===== config.mk =====
export PLATFORM = sky130hd
export DESIGN_NAME = shadow_volume_index_gen
export DESIGN_NICKNAME = d
export VERILOG_FILES = /design/src/hw/rtl/svig_pkg.sv /design/src/hw/rtl/svig_decode.sv /design/src/hw/rtl/svig_emit.sv /design/src/hw/rtl/shadow_volume_index_gen.sv
export VERILOG_INCLUDE_DIRS = /design/src /design/src/hw/rtl
export SDC_FILE = /design/constraint.sdc
export NUM_CORES = 1
export LEC_CHECK = 0
export ABC_CLOCK_PERIOD_IN_PS = 3500
export BUFFER_PORTS_ARGS = -buffer_cell sky130_fd_sc_hd__buf_2
export CORE_ASPECT_RATIO = 0.5
export CORE_MARGIN = 2
export CORE_UTILIZATION = 24
export CTS_BUF_LIST = sky130_fd_sc_hd__clkbuf_2
export DETAILED_ROUTE_END_ITERATION = 16
export PLACE_DENSITY = 0.47
export SLEW_MARGIN = 30
export SYNTH_ARGS = -nofsm -noshare
export SYNTH_HDL_FRONTEND = slang
export SYNTH_HIERARCHICAL = 1
export SYNTH_SLANG_ARGS = --single-unit
export TNS_END_PERCENT = 10

===== constraint.sdc =====
create_clock -name clk -period 3.5 [get_ports clk]
set_input_delay 0.7 -clock clk [delete_from_list [all_inputs] [get_ports clk]]
set_output_delay 0.7 -clock clk [all_outputs]
set_load 0.005 [all_outputs]

===== src/hw/rtl/shadow_volume_index_gen_defines.svh =====
// Assertion macros for the shadow volume index generator.
// Used by the top level only; expects clk and arst_n in scope.
`ifndef SHADOW_VOLUME_INDEX_GEN_DEFINES_SVH
`define SHADOW_VOLUME_INDEX_GEN_DEFINES_SVH

// same-cycle implication
`define SVIG_ASSERT_NOW(label, ante, cons) \
	label: assert property (@(posedge clk) disable iff (!arst_n) (ante) |-> (cons)) \
		else $error("svig: same-cycle check failed");

// next-cycle implication
`define SVIG_ASSERT_NEXT(label, ante, cons) \
	label: assert property (@(posedge clk) disable iff (!arst_n) (ante) |=> (cons)) \
		else $error("svig: next-cycle check failed");

`endif


===== src/hw/rtl/svig_pkg.sv =====
// Types and constants for the shadow volume index generator.
// No dependencies; imported by every module of the block.
package svig_pkg;

	localparam int IDX_BITS = 16;   // index wrap width, equal to VERT_W
	localparam int VERT_W   = 16;

	localparam logic [1:0] MODE_EDGE  = 2'd0;
	localparam logic [1:0] MODE_BACK  = 2'd1;
	localparam logic [1:0] MODE_FRONT = 2'd2;

	localparam logic [1:0] CFG_SKIP_SECOND = 2'd0;
	localparam logic [1:0] CFG_BACK_CAP    = 2'd1;
	localparam logic [1:0] CFG_FRONT_CAP   = 2'd2;
	localparam logic [1:0] CFG_FAN_MODE    = 2'd3;

	typedef struct packed {
		logic skip_second_side;
		logic back_cap_enable;
		logic front_cap_enable;
		logic fan_mode;
	} cfg_t;

	typedef struct packed {
		logic [1:0]        mode;
		logic              group_start;
		logic [VERT_W-1:0] vert_a;
		logic [VERT_W-1:0] vert_b;
		logic [VERT_W-1:0] vert_c;
		logic              facing_first;
		logic              facing_second;
		logic              lone_edge;
		logic [VERT_W-1:0] far_offset;
	} item_t;

	typedef struct packed {
		logic [VERT_W-1:0] idx0;
		logic [VERT_W-1:0] idx1;
		logic [VERT_W-1:0] idx2;
		logic              ovf;
	} tri_t;

	// up to three triangles of one item, tris[0] emitted first
	typedef struct packed {
		tri_t [2:0] tris;
		logic [1:0] count;
	} tri_set_t;

	typedef struct packed {
		logic              pending;
		logic [VERT_W-1:0] anchor;
	} fan_t;

endpackage


===== src/hw/rtl/svig_decode.sv =====
// Triangle generation for one registered item: silhouette test, side,
// fan, dark-cap and light-cap triangles, plus next fan state. Uses svig_pkg.
module svig_decode import svig_pkg::*; (
	input  item_t    item,
	input  cfg_t     cfg,
	input  fan_t     fan,
	output tri_set_t set,
	output fan_t     fan_next
);

	typedef struct packed {
		logic              ovf;
		logic [VERT_W-1:0] idx;
	} far_t;

	function automatic far_t far_add(input logic [VERT_W-1:0] v, input logic [VERT_W-1:0] off);
		logic [IDX_BITS:0] s;
		far_t r;
		s = {{(IDX_BITS+1-VERT_W){1'b0}}, v} + {{(IDX_BITS+1-VERT_W){1'b0}}, off};
		r.ovf = s[IDX_BITS];
		r.idx = s[VERT_W-1:0];
		return r;
	endfunction

	logic              pend;
	logic              sil;
	logic [VERT_W-1:0] v0, v1;
	far_t              v0f, v1f, af, bf, cf;
	logic [1:0]        n;

	assign pend = item.group_start | fan.pending;
	assign sil  = item.lone_edge ? item.facing_first
	                             : (item.facing_first ^ item.facing_second);
	assign v0   = item.facing_first ? item.vert_a : item.vert_b;
	assign v1   = item.facing_first ? item.vert_b : item.vert_a;
	assign v0f  = far_add(v0, item.far_offset);
	assign v1f  = far_add(v1, item.far_offset);
	assign af   = far_add(item.vert_a, item.far_offset);
	assign bf   = far_add(item.vert_b, item.far_offset);
	assign cf   = far_add(item.vert_c, item.far_offset);

	always_comb begin
		set              = '0;
		n                = 2'd0;
		fan_next.pending = pend;
		fan_next.anchor  = fan.anchor;
		unique case (item.mode)
			MODE_EDGE: begin
				if (sil) begin
					set.tris[n] = '{idx0: v1, idx1: v0, idx2: v0f.idx, ovf: v0f.ovf};
					n = n + 2'd1;
					if (!cfg.skip_second_side) begin
						set.tris[n] = '{idx0: v0f.idx, idx1: v1f.idx, idx2: v1,
						                ovf: v0f.ovf | v1f.ovf};
						n = n + 2'd1;
					end
					if (cfg.fan_mode && cfg.back_cap_enable) begin
						if (pend) begin
							fan_next.anchor  = v0f.idx;
							fan_next.pending = 1'b0;
						end else begin
							set.tris[n] = '{idx0: fan.anchor, idx1: v1f.idx,
							                idx2: v0f.idx, ovf: v0f.ovf | v1f.ovf};
							n = n + 2'd1;
						end
					end
				end
			end
			MODE_BACK: begin
				if (!cfg.fan_mode && cfg.back_cap_enable && item.facing_first) begin
					set.tris[0] = '{idx0: bf.idx, idx1: af.idx, idx2: cf.idx,
					                ovf: af.ovf | bf.ovf | cf.ovf};
					n = 2'd1;
				end
			end
			MODE_FRONT: begin
				if (cfg.front_cap_enable && item.facing_first) begin
					set.tris[0] = '{idx0: item.vert_a, idx1: item.vert_b,
					                idx2: item.vert_c, ovf: 1'b0};
					n = 2'd1;
				end
			end
			default: begin
			end
		endcase
		set.count = n;
	end

endmodule


===== src/hw/rtl/svig_emit.sv =====
// Result queue: holds the triangles of one item and shifts them out one per
// transaction on the output stream. Uses svig_pkg.
module svig_emit import svig_pkg::*; (
	input  logic                  clk,
	input  logic                  arst_n,
	input  logic                  load,
	input  tri_set_t              set,
	output logic                  can_load,
	output logic                  m_axis_tvalid,
	input  logic                  m_axis_tready,
	output logic [3*VERT_W-1:0]   m_axis_tdata,   // tri_idx0, tri_idx1, tri_idx2
	output logic                  m_axis_tuser,   // index_overflow
	output logic                  m_axis_tlast    // last_of_item
);

	tri_t [2:0] slot_q;
	logic [1:0] cnt_q;
	logic       pop;

	assign pop      = m_axis_tvalid & m_axis_tready;
	assign can_load = (cnt_q == 2'd0) || ((cnt_q == 2'd1) && m_axis_tready);

	always_ff @(posedge clk or negedge arst_n) begin
		if (!arst_n) begin
			cnt_q <= 2'd0;
		end else if (load && can_load) begin
			cnt_q <= set.count;
		end else if (pop) begin
			cnt_q <= cnt_q - 2'd1;
		end
	end

	always_ff @(posedge clk) begin
		if (load && can_load) begin
			slot_q <= set.tris;
		end else if (pop) begin
			slot_q[0] <= slot_q[1];
			slot_q[1] <= slot_q[2];
		end
	end

	assign m_axis_tvalid = (cnt_q != 2'd0);
	assign m_axis_tdata  = {slot_q[0].idx2, slot_q[0].idx1, slot_q[0].idx0};
	assign m_axis_tuser  = slot_q[0].ovf;
	assign m_axis_tlast  = (cnt_q == 2'd1);

endmodule


===== src/hw/rtl/shadow_volume_index_gen.sv =====
// Top level of the shadow volume index generator: input stage, config
// registers, fan state. Uses svig_pkg, svig_decode, svig_emit and the defines.
//
// Usage:
// - s_axis carries edge and triangle items (tuser = mode), m_axis carries
//   index triangles, one per transaction, tlast on the last one of an item.
// - cfg_we/cfg_idx/cfg_data write the four 1-bit control registers; write
//   only while the block is idle.
// - An item is registered in the input stage, then its triangles are
//   loaded into the result queue, whose head drives m_axis.
// - Throughput: one item per cycle while m_axis is ready, for items giving
//   at most one triangle; an item giving n triangles (at most three) holds
//   the result queue until all n are taken, as m_axis carries one per cycle.
// - Items that give no triangle pass the input stage without filling the queue.
// - Reset: queue and input stage empty, fan waits for its first silhouette
//   edge, anchor zero, registers to their defaults (fan, both caps on).
// - When m_axis stalls, the queue holds its triangles and the input stage
//   holds one more item; s_axis_tready drops once both are full.
`include "shadow_volume_index_gen_defines.svh"
module shadow_volume_index_gen import svig_pkg::*; (
	input  logic                clk,
	input  logic                arst_n,
	input  logic                s_axis_tvalid,
	output logic                s_axis_tready,
	// group_start, vert_a, vert_b, vert_c, facing_first, facing_second,
	// lone_edge, far_offset, zero pad to 72 bits
	input  logic [71:0]         s_axis_tdata,
	input  logic [1:0]          s_axis_tuser,   // mode
	output logic                m_axis_tvalid,
	input  logic                m_axis_tready,
	output logic [3*VERT_W-1:0] m_axis_tdata,   // tri_idx0, tri_idx1, tri_idx2
	output logic                m_axis_tuser,   // index_overflow
	output logic                m_axis_tlast,   // last_of_item
	input  logic                cfg_we,
	input  logic [1:0]          cfg_idx,
	input  logic                cfg_data
);

	cfg_t     cfg_q;
	item_t    item_in;
	item_t    item_s1;
	logic     vld_s1;
	fan_t     fan_q;
	fan_t     fan_next;
	tri_set_t set;
	logic     can_load;
	logic     adv;

	assign item_in.mode          = s_axis_tuser;
	assign item_in.group_start   = s_axis_tdata[0];
	assign item_in.vert_a        = s_axis_tdata[16:1];
	assign item_in.vert_b        = s_axis_tdata[32:17];
	assign item_in.vert_c        = s_axis_tdata[48:33];
	assign item_in.facing_first  = s_axis_tdata[49];
	assign item_in.facing_second = s_axis_tdata[50];
	assign item_in.lone_edge     = s_axis_tdata[51];
	assign item_in.far_offset    = s_axis_tdata[67:52];

	assign adv           = vld_s1 & can_load;
	assign s_axis_tready = ~vld_s1 | can_load;

	always_ff @(posedge clk or negedge arst_n) begin
		if (!arst_n) begin
			cfg_q <= '{skip_second_side: 1'b0, back_cap_enable: 1'b1,
			           front_cap_enable: 1'b1, fan_mode: 1'b1};
		end else if (cfg_we) begin
			unique case (cfg_idx)
				CFG_SKIP_SECOND: cfg_q.skip_second_side <= cfg_data;
				CFG_BACK_CAP:    cfg_q.back_cap_enable  <= cfg_data;
				CFG_FRONT_CAP:   cfg_q.front_cap_enable <= cfg_data;
				CFG_FAN_MODE:    cfg_q.fan_mode         <= cfg_data;
				default: begin
				end
			endcase
		end
	end

	always_ff @(posedge clk or negedge arst_n) begin
		if (!arst_n) begin
			vld_s1 <= 1'b0;
		end else if (s_axis_tvalid && s_axis_tready) begin
			vld_s1 <= 1'b1;
		end else if (can_load) begin
			vld_s1 <= 1'b0;
		end
	end

	always_ff @(posedge clk) begin
		if (s_axis_tvalid && s_axis_tready) begin
			item_s1 <= item_in;
		end
	end

	always_ff @(posedge clk or negedge arst_n) begin
		if (!arst_n) begin
			fan_q <= '{pending: 1'b1, anchor: '0};
		end else if (adv) begin
			fan_q <= fan_next;
		end
	end

	svig_decode u_decode (
		.item     (item_s1),
		.cfg      (cfg_q),
		.fan      (fan_q),
		.set      (set),
		.fan_next (fan_next)
	);

	svig_emit u_emit (
		.clk           (clk),
		.arst_n        (arst_n),
		.load          (vld_s1),
		.set           (set),
		.can_load      (can_load),
		.m_axis_tvalid (m_axis_tvalid),
		.m_axis_tready (m_axis_tready),
		.m_axis_tdata  (m_axis_tdata),
		.m_axis_tuser  (m_axis_tuser),
		.m_axis_tlast  (m_axis_tlast)
	);

	// a new item's triangles only enter once the queue has drained
	`SVIG_ASSERT_NOW(a_load_when_drained, adv, !m_axis_tvalid || (m_axis_tlast && m_axis_tready))
	// an item with triangles shows its first one next cycle
	`SVIG_ASSERT_NEXT(a_load_shows, adv && (set.count != 2'd0), m_axis_tvalid)
	// the fan only leaves pending on a consumed item
	`SVIG_ASSERT_NEXT(a_fan_arm, !adv && fan_q.pending, fan_q.pending)

endmodule

==> impl_metrics.env <==
export IMPL_p_int_mw=10.0
export IMPL_p_leak_nw=8.10
export IMPL_core_sq_mm=0.0630
export IMPL_rsz0062_at_grt="true"
export IMPL_drtAntennaViolNets=0
export IMPL_dieWidth_um=361
export IMPL_post_route_drc_count=0
export IMPL_cts_made_buffers=66
export IMPL_path_cells="buf_4 -> mux2_4 -> ha_4 -> fa_2 -> a21oi_4 -> o21ai_4 -> a221o_1 -> a21oi_2 -> o21ai_2 -> xnor2_2 -> o221ai_1 -> mux2_4"
export IMPL_stdcell_count=2499
export IMPL_min_period_over_period=0.996
export IMPL_setup_viol=0
export IMPL_p_sw_mw=6.32
export IMPL_fp_row_count=65
export IMPL_r2r_setup_slack_ns=0.01
export IMPL_grt_overflow=0
export IMPL_cpMostUsedCell="mux2_4"
export IMPL_grt_start_max_net_pins=59
export IMPL_timing_reg2reg_worst_path_depth=12
export IMPL_hpwlAfterDp_mm=31.7
export IMPL_combPwrFrac=0.548
export IMPL_htreeDepth=3
export IMPL_syn_inst=1286
export IMPL_track_usage=0.131
export IMPL_ios=134
export IMPL_syn_cell_area_sq_mm=0.0153
export IMPL_async_flop_share=0.0996
export IMPL_setup_ws_ns=0.0137
export IMPL_syn_nets=1456
export IMPL_nNetsFinal=1785
export IMPL_worstSetupPathType="flip-flop to flip-flop"
export IMPL_skew_ns=0.0895
export IMPL_start_kind="flip-flop"
export IMPL_crit_buf_inv=1
export IMPL_grt_pass1_wl_mm=65.5
export IMPL_max_stage_delay_ns=0.51
export IMPL_post_drt_wl_per_cell_um=17.5
export IMPL_drt_iter0_drc=729
export IMPL_synth_area_per_cell_sq_um=11.9
export IMPL_ys_seq_area_frac=0.466
export IMPL_die_area_sq_mm=0.0658
export IMPL_critPathMaxFanout=5
export IMPL_worstPathRequired_ns=4.17
export IMPL_endpoint_kind="flip-flop"
export IMPL_portBuffers=129
export IMPL_via_per_inst=4.50
export IMPL_dr_pass1_iters=5
export IMPL_clk_pin_slew_ns=0.10
export IMPL_crit_slowest_cell="edfxtp_1"
export IMPL_hold_slack_ns=0.142
export IMPL_hold_start="cfg_idx[1]"
export IMPL_die_h_um=182
export IMPL_tightest_slew_ns=0.756
export IMPL_r2r_start="item_s1[18]$_DFFE_PP_"
export IMPL_hp_class="primary input to flip-flop"
export IMPL_postRouteWirelength_mm=43.9
export IMPL_p_seq_frac=0.324
export IMPL_swShare=0.387
export IMPL_drive_gt1_frac=0.374
export IMPL_areaGrowthSynthToFinish_pct=26.0
export IMPL_clkSinkCount=241
export IMPL_initial_core_util=0.242
export IMPL_fill_cells=6509
export IMPL_synth_edf_count=217
export IMPL_maxSlewViolCount=0
export IMPL_clock_fmax_mhz=287
export IMPL_status="complete, no violations"
export IMPL_cp_arrival_ns=4.16
export IMPL_min_period_ns=3.49
export IMPL_first_global_vias=11262
export IMPL_via_count=11242
export IMPL_dpl_worst_slack_ns=-0.271
export IMPL_ys_flop_type="edfxtp_1"
export IMPL_clockPowerShare=0.128
export IMPL_cts_root_buffer="clkbuf_2"
export IMPL_antenna_found_initial=2
export IMPL_drv_cap=0
export IMPL_ir_worst_vdd_uv=292
export IMPL_power_density_mw_per_mm2=849
export IMPL_tritoncts="done"
export IMPL_place_congestion=0.825
export IMPL_slew_headroom=0.496
export IMPL_crit_family="compound AO/OA/AOI/OAI gates"
export IMPL_ys_types=78
export IMPL_cts_path_max_buffers=3
export IMPL_r2r_end="u_emit/m_axis_tdata[46]$_DFFE_PP_"
export IMPL_ys_warn_count=6
export IMPL_min_path_cells=3
export IMPL_synth_seq_cells=241
export IMPL_hold_viol_final=0
export IMPL_placed_cells=2297
export IMPL_clkLatencyLatePin_ns=0.95
export IMPL_hold_path_end="cfg_q[0]$_DFFE_PN1P_"
[final cells by class]
cell class / count / area (sq um) / share of cell area
inverter: 40 / 150 / 0.00779
tap: 837 / 1050 / 0.0544
antenna: 3 / 7.51 / 0.000390
timing repair buffer: 362 / 2660 / 0.138
clock inverter: 18 / 141 / 0.00734
multi-input combinational: 904 / 7660 / 0.398
sequential: 241 / 7120 / 0.370
clock buffer: 94 / 470 / 0.0244
[registers in the layout, summed over array words and instances (netlist names)]
name / count
fan_q: 17
vld_s1: 1
u_emit/m_axis_tuser: 1
u_emit/slot_q: 98
item_s1: 70
u_emit/cnt_q: 2
cfg_q: 4
u_emit/m_axis_tdata: 48
[power groups by stage]
stage | clock network (mW) | logic [mW] | registers [mW]
after floorplan | 0 | 6.15 | 5.16
final | 2.10 | 8.96 | 5.29
after global placement | 0 | 8.37 | 5.35
after CTS | 2.21 | 8.71 | 5.32
after global routing | 2.35 | 9.72 | 5.42
after detailed placement | 0 | 8.41 | 5.38
[worst min-delay path: stages]
cell     delay, ns
buf_2         0.12
nand3_1       0.08
mux2_2        0.15
[stage by stage]
stage                      util  area [sq um]  power (mW)  setup TNS (ns)
after floorplan               -         15300        11.3               0
after global placement    0.276         17400        13.7           -1.10
after detailed placement  0.276         17400        13.8           -1.84
after CTS                 0.300         18900        16.2         -0.0157
after global routing      0.306         19300        17.5          -0.782
final                     0.306         19300        16.3               0
[worst max path at each step]
stage	start	end	cells past startpoint	slack, ns
after floorplan	item_s1[18]$_DFFE_PP_	u_emit/slot_q[49]$_DFFE_PP_	14	0.003
after CTS	item_s1[18]$_DFFE_PP_	u_emit/m_axis_tdata[46]$_DFFE_PP_	12	-0.01
final	item_s1[18]$_DFFE_PP_	u_emit/m_axis_tdata[46]$_DFFE_PP_	12	0.01
after global placement	item_s1[18]$_DFFE_PP_	u_emit/slot_q[49]$_DFFE_PP_	14	-0.26
after detailed placement	item_s1[18]$_DFFE_PP_	u_emit/slot_q[80]$_DFFE_PP_	14	-0.27
after global routing	item_s1[18]$_DFFE_PP_	u_emit/slot_q[49]$_DFFE_PP_	15	-0.1
[synthesized netlist by cell type, types with 20 or more instances]
library cell / n / share of area
edfxtp_1: 217 / 0.43
nor2_1: 102 / 0.025
a21oi_1: 53 / 0.017
ha_1: 83 / 0.068
o21ai_0: 57 / 0.019
inv_1: 39 / 0.0096
buf_4: 52 / 0.026
nand2_1: 95 / 0.023
xnor2_1: 28 / 0.016
clkbuf_1: 31 / 0.0076
xor2_1: 23 / 0.013
mux2_2: 46 / 0.034
dfrtp_1: 20 / 0.033
mux2_4: 100 / 0.098
and3_1: 26 / 0.011
a21o_1: 20 / 0.0098
[cell families after synthesis]
kind of cell	after synthesis	synth area share
AND/OR/NAND/NOR	314	0.0961
AO/OA/AOI/OAI	290	0.132
flip-flops	241	0.466
multiplexers	159	0.141
buffers and inverters	141	0.0595
adder cells (fa/ha/maj)	88	0.0745
XOR/XNOR	53	0.0314
[repair_timing]
action                                 CTS  global route
resized for setup                       30            54
setup endpoints to repair               23            30
gates cloned                             1             0
endpoints found under the hold margin   95             0
hold buffers                            73             0
buffers inserted                         2            12
pin swaps                                7            29
[metal layers]
layer	global-route usage	wire (um)
met4	0.0444	1150
met5	0	0
met2	0.227	22000
met3	0.0265	1480
met1	0.161	19300
[cells in the final DEF (no fill, tap or decap), types with 26 or more instances in the layout]
cell type,Yosys,final
a21oi_1,53,47
buf_2,5,129
nand2_1,95,95
edfxtp_1,217,217
buf_4,52,150
dlygate4sd3_1,0,73
and3_1,26,26
inv_1,39,38
nor2_1,102,101
xnor2_1,28,27
ha_1,83,71
clkbuf_2,0,94
o21ai_0,57,52
mux2_2,46,40
mux2_4,100,106
Note: power is estimated with default switching activity, not from simulation.
